<file path="config.mk">
export PLATFORM = sky130hd
export DESIGN_NAME = ptopo_ctrl
export DESIGN_NICKNAME = d
export VERILOG_FILES = /design/src/hw/rtl/ptopo_pkg.sv /design/src/hw/rtl/ptopo_ctrl.sv
export SDC_FILE = /design/constraint.sdc
export NUM_CORES = 1
export LEC_CHECK = 0
export BUFFER_PORTS_ARGS = -buffer_cell sky130_fd_sc_hd__buf_4
export CAP_MARGIN = 20
export CORE_MARGIN = 8
export CORE_UTILIZATION = 44
export CTS_CLUSTER_DIAMETER = 80
export DETAILED_ROUTE_END_ITERATION = 6
export PLACE_DENSITY = 0.79
export SLEW_MARGIN = 20
export SYNTH_ARGS = -nofsm -noshare
export SYNTH_HDL_FRONTEND = slang
export SYNTH_SLANG_ARGS = --single-unit
export TNS_END_PERCENT = 50
</file>
<file path="constraint.sdc">
create_clock -name clk -period 1.3 [get_ports clk]
set_input_delay 0.26 -clock clk [delete_from_list [all_inputs] [get_ports clk]]
set_output_delay 0.26 -clock clk [all_outputs]
set_load 0.1 [all_outputs]
</file>
<file path="src/hw/rtl/ptopo_pkg.sv">
// Shared types and codes of the pass dependency ordering block.
package ptopo_pkg;

  localparam logic CMD_RECORD = 1'b0;
  localparam logic CMD_RUN    = 1'b1;

  typedef struct packed {
    logic       cmd;
    logic [4:0] pass_index;
    logic [7:0] resource_key;
    logic       is_write;
    logic [5:0] pass_count;
  } item_t;

  typedef struct packed {
    logic [4:0] order_pass;
    logic       cycle_detected;
    logic       last;
  } result_t;

  typedef enum logic [4:0] {
    OP_NONE,
    OP_CLR_MEM,
    OP_LOAD,
    OP_REC_RD,
    OP_REC_WR,
    OP_KEY_RD,
    OP_KEY_LD,
    OP_PROD_STEP,
    OP_CONS_STEP,
    OP_KEY_NEXT,
    OP_INIT_STEP,
    OP_POP_RD,
    OP_POP_LD,
    OP_EDGE_RD,
    OP_EDGE_LD,
    OP_OUT_RD,
    OP_OUT_LD
  } op_t;

  typedef struct packed {
    logic clr_last;
    logic n_zero;
    logic masks_empty;
    logic key_last;
    logic bit_last;
    logic has_prod;
    logic fifo_empty;
    logic edges_done;
    logic out_last;
    logic out_free;
  } status_t;

endpackage

</file>
<file path="src/hw/rtl/ptopo_ctrl.sv">
// Sequencing state machine of the pass dependency ordering block.
module ptopo_ctrl (
  input  logic               clk,
  input  logic               rst,
  input  logic               item_valid,
  input  logic               item_is_run,
  output logic               item_ready,
  input  ptopo_pkg::status_t st,
  output ptopo_pkg::op_t     op
);

  typedef enum logic [4:0] {
    S_CLR,
    S_IDLE,
    S_REC_RD,
    S_REC_WR,
    S_KEY_RD,
    S_KEY_LD,
    S_PROD,
    S_CONS,
    S_KEY_NEXT,
    S_INIT,
    S_POP,
    S_POP_LD,
    S_EDGE,
    S_EDGE_LD,
    S_OUT_RD,
    S_OUT_LD
  } state_t;

  state_t state;

  assign item_ready = (state == S_IDLE);

  always_comb begin
    unique case (state)
      S_CLR:      op = ptopo_pkg::OP_CLR_MEM;
      S_IDLE:     op = item_valid ? ptopo_pkg::OP_LOAD : ptopo_pkg::OP_NONE;
      S_REC_RD:   op = ptopo_pkg::OP_REC_RD;
      S_REC_WR:   op = ptopo_pkg::OP_REC_WR;
      S_KEY_RD:   op = ptopo_pkg::OP_KEY_RD;
      S_KEY_LD:   op = ptopo_pkg::OP_KEY_LD;
      S_PROD:     op = ptopo_pkg::OP_PROD_STEP;
      S_CONS:     op = ptopo_pkg::OP_CONS_STEP;
      S_KEY_NEXT: op = ptopo_pkg::OP_KEY_NEXT;
      S_INIT:     op = ptopo_pkg::OP_INIT_STEP;
      S_POP:      op = st.fifo_empty ? ptopo_pkg::OP_NONE : ptopo_pkg::OP_POP_RD;
      S_POP_LD:   op = ptopo_pkg::OP_POP_LD;
      S_EDGE:     op = st.edges_done ? ptopo_pkg::OP_NONE : ptopo_pkg::OP_EDGE_RD;
      S_EDGE_LD:  op = ptopo_pkg::OP_EDGE_LD;
      S_OUT_RD:   op = ptopo_pkg::OP_OUT_RD;
      S_OUT_LD:   op = st.out_free ? ptopo_pkg::OP_OUT_LD : ptopo_pkg::OP_NONE;
      default:    op = ptopo_pkg::OP_NONE;
    endcase
  end

  always_ff @(posedge clk) begin
    if (rst) begin
      state <= S_CLR;
    end else begin
      unique case (state)
        S_CLR:      if (st.clr_last) state <= S_IDLE;
        S_IDLE:     if (item_valid) state <= item_is_run ? S_KEY_RD : S_REC_RD;
        S_REC_RD:   state <= S_REC_WR;
        S_REC_WR:   state <= S_IDLE;
        S_KEY_RD:   state <= S_KEY_LD;
        S_KEY_LD:   state <= st.masks_empty ? S_KEY_NEXT : S_PROD;
        S_PROD: begin
          if (st.bit_last) state <= st.has_prod ? S_CONS : S_KEY_NEXT;
        end
        S_CONS:     if (st.bit_last) state <= S_KEY_NEXT;
        S_KEY_NEXT: begin
          if (!st.key_last) state <= S_KEY_RD;
          else state <= st.n_zero ? S_IDLE : S_INIT;
        end
        S_INIT:     if (st.bit_last) state <= S_POP;
        S_POP:      state <= st.fifo_empty ? S_OUT_RD : S_POP_LD;
        S_POP_LD:   state <= S_EDGE;
        S_EDGE:     state <= st.edges_done ? S_POP : S_EDGE_LD;
        S_EDGE_LD:  state <= S_EDGE;
        S_OUT_RD:   state <= S_OUT_LD;
        S_OUT_LD: begin
          if (st.out_free) state <= st.out_last ? S_IDLE : S_OUT_RD;
        end
        default:    state <= S_CLR;
      endcase
    end
  end

endmodule

</file>
==> impl_metrics.toml, run 1 <==
[status]
status = "did not finish"
lastStage = "global routing (5_1_grt)"
error = "[ERROR DPL-0038] Utilization greater than 100%, impossible to legalize"

[yosys]
yosys_warnings = 0
synth_top_area_cell = "dfxtp_1"
synth_top_area_frac = 0.127
async_flop_share = 0
synth_cell_types = 42
seq_area_frac_synth = 0.127
netlist_area_um2 = 631
avgSynthCellArea_um2 = 7.09
ys_seq_elements = 4
postSynthCellCount = 89
synth_area_leaders = "dfxtp_1 13%, a21oi_1 5.6%, o21ai_0 5.6%"
yosys_most_used_dff = "dfxtp_1"
synth_enable_flop_cells = 0
synth_nets = 103

[timing]
endpoint_type = "sequential cell input"
postGrtWorstEndpoint = "state[2]$_SDFFE_PP0P_/D"

[die]
start_util = 0.479
std_cell_rows = 13
die_h_um = 53.9
fp.dieW_um = 53.9
ioPinCount = 20

[cts]
cts_buffer_depth = 2
cts_max_level = 1
cts_made_buffers = 3
postCtsHoldBufs = 0
clock-sinks = 4
cts_root_buf = "clkbuf_4"

[global_routing]
grt_start_max_net_pins = 13

[placement]
port_buffers = 19
globalplace.congestion = 0.954
dpl.hpwl_um = 1730
-- logic make-up after synthesis --
logic type             synth area share
AND/OR/NAND/NOR                   0.262
multiplexers                     0.0317
AO/OA/AOI/OAI                     0.440
XOR/XNOR                         0.0139
buffers and inverters             0.125
flip-flops                        0.127
-- cell usage after synthesis, types with 2 or more instances --
cell type	n
a21boi_0	2
a21oi_1	7
a31oi_1	4
buf_2	3
buf_4	4
dfxtp_1	4
inv_1	5
mux2i_1	2
nand2_1	3
nand2b_1	2
nand3_1	3
nand3b_1	2
nor2_1	8
nor3_1	6
o21ai_0	7
-- stage by stage --
stage               worst slack [ns]  hold slack [ns]   util  std cells  cell area (um2)
floorplan                     -0.635            0.319      -         89              744
global placement              -0.299            0.452  0.756        139              996
detailed placement            -0.304            0.465  0.756        139              996
CTS                           -0.282            0.207  0.950        151             1250
-- what timing repair did --
item	4_1_cts
setup endpoints to repair	10
resized for setup	42
pin swaps	12
setup buffers	8
==> run 2: changes to the inputs <==
- CORE_AREA: not set -> 8 8 69 71
- CORE_MARGIN: 8 -> not set
- CORE_UTILIZATION: 44 -> not set
- CTS_CLUSTER_DIAMETER: 80 -> not set
- DIE_AREA: not set -> 0 0 77 79
- PLACE_DENSITY: 0.79 -> not set
- PLACE_DENSITY_LB_ADDON: not set -> 0.15
- clock period: 1.3 -> 1.7 ns (I/O delays scaled with it)
==> run 2 against run 1 <==
Effect of this change: the flow now finishes without violations; synthesized area unchanged; synthesized cell count unchanged.
==> impl_metrics.toml, run 2 <==
[yosys]
yosys_warnings = 0
seq_area_frac_synth = 0.127
ys_seq_elements = 4
synth_top_area_frac = 0.127
postSynthCellCount = 89
netlist_area_um2 = 631
avgSynthCellArea_um2 = 7.09
async_flop_share = 0
synth_top_cells_by_count = "8 x nor2_1, 7 x a21oi_1, 7 x o21ai_0"
synth_top_area_cell = "dfxtp_1"
yosys_most_used_dff = "dfxtp_1"
yosysMostFrequentCell = "nor2_1"
synth_cell_types = 42
synth_nets = 103
synth_area_leaders = "dfxtp_1 13%, a21oi_1 5.6%, o21ai_0 5.6%"
synth_enable_flop_cells = 0

[die]
std_cell_rows = 23
start_util = 0.166
core_um2 = 3800
die-area_um2 = 6080
die_h_um = 79
ioPinCount = 20
fp.dieW_um = 77

[cts]
postCtsSetupRepairBufs = 0
cts_root_buf = "clkbuf_8"
clock-sinks = 4
cts.clk_slew.worst_paths_ns = 0.03
cts_made_buffers = 3
cts_tree = "done"
cts_buffer_depth = 2
clock_latency_ns = 0.21
cts_max_level = 1

[setup_path]
endpoint_kind = "output port"
cp_top_family = "buffers and inverters"
r2r-end = "state[2]$_SDFFE_PP0P_"
path_max_fanout = 12
cp_cell_sequence = "buf_4, nor4_4, buf_6"
r2r_cells = 4
regToRegSetupSlack_ns = 0.14
crit_arrival_ns = 1.33
critPathLaunchType = "flop"
r2r_start = "state[2]$_SDFFE_PP0P_"
cpPeakStageDelay_ns = 0.36
cp_num_buf_inv = 2
crit_type = "flop to output port"
required_ns = 1.36
crit_path_top_delay_cell = "dfxtp_4"

[routing]
drtIter0Drc = 29
drt.antenna.violating_nets = 0
vias_per_cell = 4.58
vias = 755
totalWireLength_um = 2220
dr.pass1.iters = 4
drt-wirelength-per-cell_um = 13.5
drc = 0

[power]
p_leak_nw = 0.407
powerDensity_nw_per_um2 = 2140
peakVddDrop_v = 0.000771

[timing]
period_share = 0.982
report.final.hold_viol_count = 0
worst_pin_slew_ns = 0.271
finalSetupViolCount = 0
maxSlewViolCount = 0
fin_setup_tns_ns = 0
final.min_clock_period_ns = 1.67
skew_ns = 0.00122
holdWs_ns = 0.314
max_slew_margin = 0.818
max_freq_ghz = 0.599
rsz0062_at_grt = "true"

[run]
max_cap_violations = 0

[final_layout]
largest_reg_flops = 4
final_cell_mix = "24 x buf_4, 7 x o21ai_0, 6 x nor3_1, 6 x nor2_1, 5 x a21oi_1"
max_flop_register = "state"
nets = 131
layout-drive-gt1-share = 0.496
multi_input_area_um2 = 554
top_regs = "state: 4 flops"
diodes = 0
area_delta_synth_final_pct = 70.2
area.sequential_um2 = 95.1
final_common_cell = "buf_4"
fill_cells = 421

[status]
status = "completed"

[global_routing]
grt_pass1_wl_um = 3880
grt_start_max_net_pins = 15
antenna_found_initial = 0
grt_pass1_vias = 805
grt_use_total = 0.0765
grt_overflow = 0

[worst_hold_path]
hold_end = "state[1]$_SDFFE_PP0P_"
hp-class = "primary input to flop"
hp-start = "rst"
min_path_cells = 2

[placement]
dpl.hpwl_um = 1840
port_buffers = 19
globalplace.congestion = 0.775
## run 2: where the power goes
part           total, W  internal (W)  switching [W]
logic           0.00182      0.000729        0.00109
registers      0.000283      0.000163       0.000120
clock network  0.000195      0.000150      0.0000443
total           0.00230       0.00104        0.00126
## run 2: kinds of logic after synthesis
group | Yosys count | share of synthesized area
AO/OA/AOI/OAI | 37 | 0.440
buffers and inverters | 14 | 0.125
XOR/XNOR | 1 | 0.0139
AND/OR/NAND/NOR | 31 | 0.262
flip-flops | 4 | 0.127
multiplexers | 2 | 0.0317
## run 2: what timing repair did
item / in CTS / in global routing
hold buffers: 0 / 0
gates resized for setup: 16 / 7
pin swaps: 0 / 1
gates cloned: 0 / 0
endpoints found under the setup margin: 6 / 7
## run 2: worst max path at each step
stage,end,cells past startpoint,start
floorplan,item_ready,3,state[3]$_SDFFE_PP0P_
global placement,op[3],6,state[1]$_SDFFE_PP0P_
detailed placement,op[4],4,state[1]$_SDFFE_PP0P_
finish,item_ready,3,state[3]$_SDFFE_PP0P_
CTS,op[0],3,state[2]$_SDFFE_PP0P_
global route,item_ready,4,state[0]$_SDFFE_PP0P_
## run 2: area by class of cell
type                       count  area share
multi-input combinational     71       0.516
tap                           50      0.0583
clock buffer                   3      0.0385
inverter                       6      0.0210
timing repair buffer          31       0.277
sequential                     4      0.0886
## run 2: through the flow
step	instances	area [um2]	worst slack [ns]	util	total power (W)
4_1_cts	165	1050	0.00471	0.276	0.00226
3_3_place_gp	162	948	0.0187	0.250	0.00196
6_report	165	1070	0.0313	0.283	0.00230
5_1_grt	165	1070	-0.0148	0.283	0.00244
3_5_place_dp	162	948	0.0345	0.250	0.00195
2_1_floorplan	89	731	-0.315	-	0.00161
## run 2: layer usage
metal  up-vias  global-route usage  wire (um)
li1        389                   -          -
met1       349              0.0892       1020
met2        15               0.139       1140
met3         2              0.0102         52
met4         0              0.0283         14
met5         -                   0          0
Power figures use the tool's default switching activity.
==> run 3: changes to the inputs <==
==> constraint.sdc (replaced) <==
create_clock -name clk -period 1.7 [get_ports clk]
set_input_delay 0.085 -clock clk [delete_from_list [all_inputs] [get_ports clk]]
set_output_delay 0.085 -clock clk [all_outputs]
set_load 0.1 [all_outputs]
==> run 3 against run 2 <==
Effect of this change: count of clock-buffer cells in the layout did not move; wire length shrank 0.72%; total power is 7.6% lower; sequential share of layout area about the same; die area did not move; non-clock buffer count up 2; sequential power is 4% lower; combinational power fell by 9%; clock skew decreased by 0.00067 ns.
==> impl_metrics.toml, run 3 (synthesized netlist as in run 2, its figures left out) <==
[status]
status = "completed"

[global_routing]
grt_pass1_vias = 810
grt_overflow = 0
grt_start_max_net_pins = 15
grt_use_total = 0.0759
globalRouteMet3Util = 0.0282
met2_usage = 0.120
antenna_found_initial = 0
grt_pass1_wl_um = 3800
met1_usage = 0.0963
top_usage_layer = "met2"

[power]
peakVddDrop_v = 0.00136
power.internal_w = 0.000921
switchingPower_w = 0.00120
power_w = 0.00212
p_leak_nw = 0.381
seqPwrFrac = 0.128
switching_share = 0.567
powerDensity_nw_per_um2 = 2160
pwr-share-clk = 0.094
p_comb_frac = 0.778

[cts]
cts_root_buf = "clkbuf_8"
clock_latency_ns = 0.22
cts_tree = "done"
cts.clk_slew.worst_paths_ns = 0.03
cts_max_level = 1
cts_buffer_depth = 2
clock-sinks = 4
cts_made_buffers = 3

[placement]
port_buffers = 19
globalplace.congestion = 0.782
pre_cts_slack_ns = 0.102
dpl.hpwl_um = 1800
postPlaceCellArea_um2 = 925
dp_cells = 164

[routing]
drt-wirelength-per-cell_um = 13.2
drt.antenna.violating_nets = 0
dr.pass1.iters = 4
drtIter0Drc = 49
totalWireLength_um = 2210
vias_per_cell = 4.61
vias = 770
drc = 0

[die]
ioPinCount = 20
fp.dieW_um = 77
core_um2 = 3800
std_cell_rows = 23
start_util = 0.166
die_h_um = 79
die-area_um2 = 6080

[setup_path]
r2r_start = "state[0]$_SDFFE_PP0P_"
cp_cell_sequence = "buf_4, buf_4, xnor2_1, a31oi_4, buf_6"
cpPeakStageDelay_ns = 0.47
crit_arrival_ns = 1.50
required_ns = 1.62
cp_num_buf_inv = 3
crit_type = "flop to output port"
path_max_fanout = 12
worst_path_most_repeated_cell = "buf_4"
endpoint_kind = "output port"
cp_top_family = "buffers and inverters"
crit_path_start = "state[2]$_SDFFE_PP0P_"
crit_path_top_delay_cell = "dfxtp_2"
critPathLaunchType = "flop"

[final_layout]
multi_input_area_um2 = 512
final_common_cell = "buf_4"
diodes = 0
finalInstanceArea_um2 = 985
layout-drive-gt1-share = 0.453
top_regs = "state: 4 flops"
instances_no_fill = 167
max_flop_register = "state"
largest_reg_flops = 4
final_cell_mix = "30 x buf_4, 7 x nor2_1, 7 x o21ai_0"
fill_cells = 433
area_delta_synth_final_pct = 56.2
area.sequential_um2 = 87.6
nets = 133

[timing]
finalSetupViolCount = 0
max_freq_ghz = 0.631
maxSlewViolCount = 0
max_slew_margin = 0.742
setup_ws_ns = 0.115
worst_pin_slew_ns = 0.386
rsz0062_at_grt = "false"
final.min_clock_period_ns = 1.58
skew_ns = 0.000550
report.final.hold_viol_count = 0
fin_setup_tns_ns = 0
period_share = 0.932

[worst_hold_path]
hp-start = "rst"
hp-class = "primary input to flop"

[run]
max_cap_violations = 0
-- run 3: changes by cell type in the layout (fill, tap and decap cells not counted), sizes merged --
cell | before | now
buf | 31 | 33
-- run 3: final cells by class --
cell class	count	area share
clock buffer	3	0.0419
inverter	6	0.0229
multi-input combinational	71	0.520
sequential	4	0.0889
tap	50	0.0635
timing repair buffer	33	0.263
-- run 3: worst reg2reg max path: cells and delay by family (launching register included) --
kind,cells,cell delay (ns)
AO/OA/AOI/OAI,3,0.46
buffers and inverters,1,0.17
flip-flops,1,0.35
AND/OR/NAND/NOR,2,0.45
-- run 3: power groups by stage --
stage                     clock (W)  sequential [W]  combinational [W]
after floorplan                   0        0.000166            0.00131
after global placement            0        0.000264            0.00164
after detailed placement          0        0.000259            0.00163
after CTS                  0.000205        0.000265            0.00164
after global routing       0.000217        0.000293            0.00176
final                      0.000200        0.000272            0.00165
-- run 3: through the flow --
stage / util / hold WS [ns]
after floorplan: - / 0.150
after global placement: 0.243 / 0.285
after detailed placement: 0.243 / 0.286
after CTS: 0.256 / 0.0546
after global routing: 0.259 / 0.0555
final: 0.259 / 0.0559
-- run 3: final timing paths --
kind	depth (start not counted)	slack [ns]	to
worst max-delay path	5	0.12	op[2]
worst min-delay path	2	0.06	state[1]$_SDFFE_PP0P_
worst max register to register	6	0.19	state[0]$_SDFFE_PP0P_
worst min register to register	2	0.58	state[3]$_SDFFE_PP0P_
-- run 3: what timing repair did --
item / in CTS / in global routing
hold buffers: 0 / 0
resized for setup: 4 / 4
endpoints found under the setup margin: 3 / 4
buffers inserted: 0 / 0
hold endpoints to repair: 0 / 0
-- run 3: routing by layer --
metal	vias to the layer above	share of wire
met5	-	0
met4	0	0.0077
met3	2	0.052
met2	14	0.46
met1	356	0.48
li1	398	-
==> run 4: changes to the inputs <==
- MAX_ROUTING_LAYER: not set -> met4
==> run 4 against run 3 <==
Effect of this change: total power did not move; via count stayed put; wire length unchanged; sequential cell count unchanged; critical path depth unchanged; cell area unchanged; worst setup slack is essentially flat; sequential power barely moved; hold slack about the same; global-route usage increased by 0.22 points; clock skew about the same.
==> impl_metrics.toml, run 4 (synthesized netlist as in run 2, its figures left out) <==
[status]
status = "completed"

[setup_path]
critPathLaunchType = "flop"
crit_type = "flop to output port"
required_ns = 1.62
path_max_fanout = 12
crit_arrival_ns = 1.50
endpoint_kind = "output port"

[timing]
report.final.hold_viol_count = 0
finalSetupViolCount = 0
final.min_clock_period_ns = 1.58
max_slew_margin = 0.742
skew_ns = 0.000550
holdWs_ns = 0.0559
max_freq_ghz = 0.631
period_share = 0.932
worst_pin_slew_ns = 0.386
rsz0062_at_grt = "false"
maxSlewViolCount = 0

[die]
core_um2 = 3800
start_util = 0.166
std_cell_rows = 23
die-area_um2 = 6080
die_h_um = 79
ioPinCount = 20
fp.dieW_um = 77

[global_routing]
top_usage_layer = "met2"
met2_usage = 0.120
grt_pass1_vias = 809
antenna_found_initial = 0
grt_overflow = 0
globalRouteMet3Util = 0.0237
met1_usage = 0.0989
grt_pass1_wl_um = 3810
grt_use_total = 0.0782
grt_start_max_net_pins = 15

[final_layout]
instances_no_fill = 167
final_common_cell = "buf_4"
layout-drive-gt1-share = 0.453
nets = 133
top_regs = "state: 4 flops"
final_cell_mix = "30 x buf_4, 7 x nor2_1, 7 x o21ai_0"
area_delta_synth_final_pct = 56.2
diodes = 0
finalInstanceArea_um2 = 985
largest_reg_flops = 4
max_flop_register = "state"

[power]
power_w = 0.00212
seqPwrFrac = 0.128
p_leak_nw = 0.381
powerDensity_nw_per_um2 = 2160
power.internal_w = 0.000921
peakVddDrop_v = 0.00136
switching_share = 0.567
p_comb_frac = 0.778
switchingPower_w = 0.00120
pwr-share-clk = 0.094

[routing]
drt.antenna.violating_nets = 0
drt-wirelength-per-cell_um = 13.2
vias_per_cell = 4.61
drc = 0
dr.pass1.iters = 4
vias = 770
drtIter0Drc = 49
totalWireLength_um = 2210

[placement]
dpl.hpwl_um = 1800
postPlaceCellArea_um2 = 925
dp_cells = 164
globalplace.congestion = 0.793
port_buffers = 19

[run]
max_cap_violations = 0

[cts]
cts_root_buf = "clkbuf_8"
postCtsHoldBufs = 0
cts.clk_slew.worst_paths_ns = 0.03
cts_made_buffers = 3
clock-sinks = 4
cts_tree = "done"
cts_max_level = 1
cts_buffer_depth = 2
clock_latency_ns = 0.22

[worst_hold_path]
hp-class = "primary input to flop"
-- run 4: worst max-delay path, stage by stage, from the launching register on --
cell     delay [ns]
dfxtp_2        0.47
buf_4          0.19
buf_4          0.13
xnor2_1        0.10
a31oi_4        0.15
buf_6          0.24
-- run 4: repair_timing --
item                                    in CTS  in global routing
endpoints found under the setup margin       3                  4
resized for setup                            4                  4
setup buffers                                0                  0
-- run 4: power by group through the flow --
stage	Clock (W)	Combinational, W	Sequential, W
finish	0.000200	0.00165	0.000272
global route	0.000217	0.00176	0.000293
CTS	0.000205	0.00164	0.000265
detailed placement	0	0.00163	0.000259
global placement	0	0.00164	0.000264
floorplan	0	0.00131	0.000166
-- run 4: layout make-up --
cell class                 count  area (um2)
inverter                       6        22.5
fill                         433        2810
timing repair buffer          33         259
tap                           50        62.6
sequential                     4        87.6
clock buffer                   3        41.3
multi-input combinational     71         512
-- run 4: path summary, 6_finish.rpt --
| kind | start | end | slack (ns) | cells after the start |
|---|---|---|---|---|
| worst max-delay path | state[2]$_SDFFE_PP0P_ | op[2] | 0.12 | 5 |
| worst min-delay path | rst | state[1]$_SDFFE_PP0P_ | 0.06 | 2 |
| worst max register to register | state[0]$_SDFFE_PP0P_ | state[0]$_SDFFE_PP0P_ | 0.19 | 6 |
| worst min register to register | state[3]$_SDFFE_PP0P_ | state[3]$_SDFFE_PP0P_ | 0.58 | 2 |
-- run 4: layer usage --
layer  up-vias  routed length [um]
li1        398                   -
met1       356                1080
met2        14                1020
met3         2                  87
met4         0                  17
met5         -                   0
-- run 4: through the flow --
step | utilization | setup TNS (ns) | setup slack (ns)
final | 0.259 | 0 | 0.115
after global routing | 0.259 | 0 | 0.0282
after CTS | 0.256 | -0.00374 | -0.00374
after detailed placement | 0.243 | 0 | 0.102
after global placement | 0.243 | 0 | 0.0530
after floorplan | - | -0.459 | -0.184
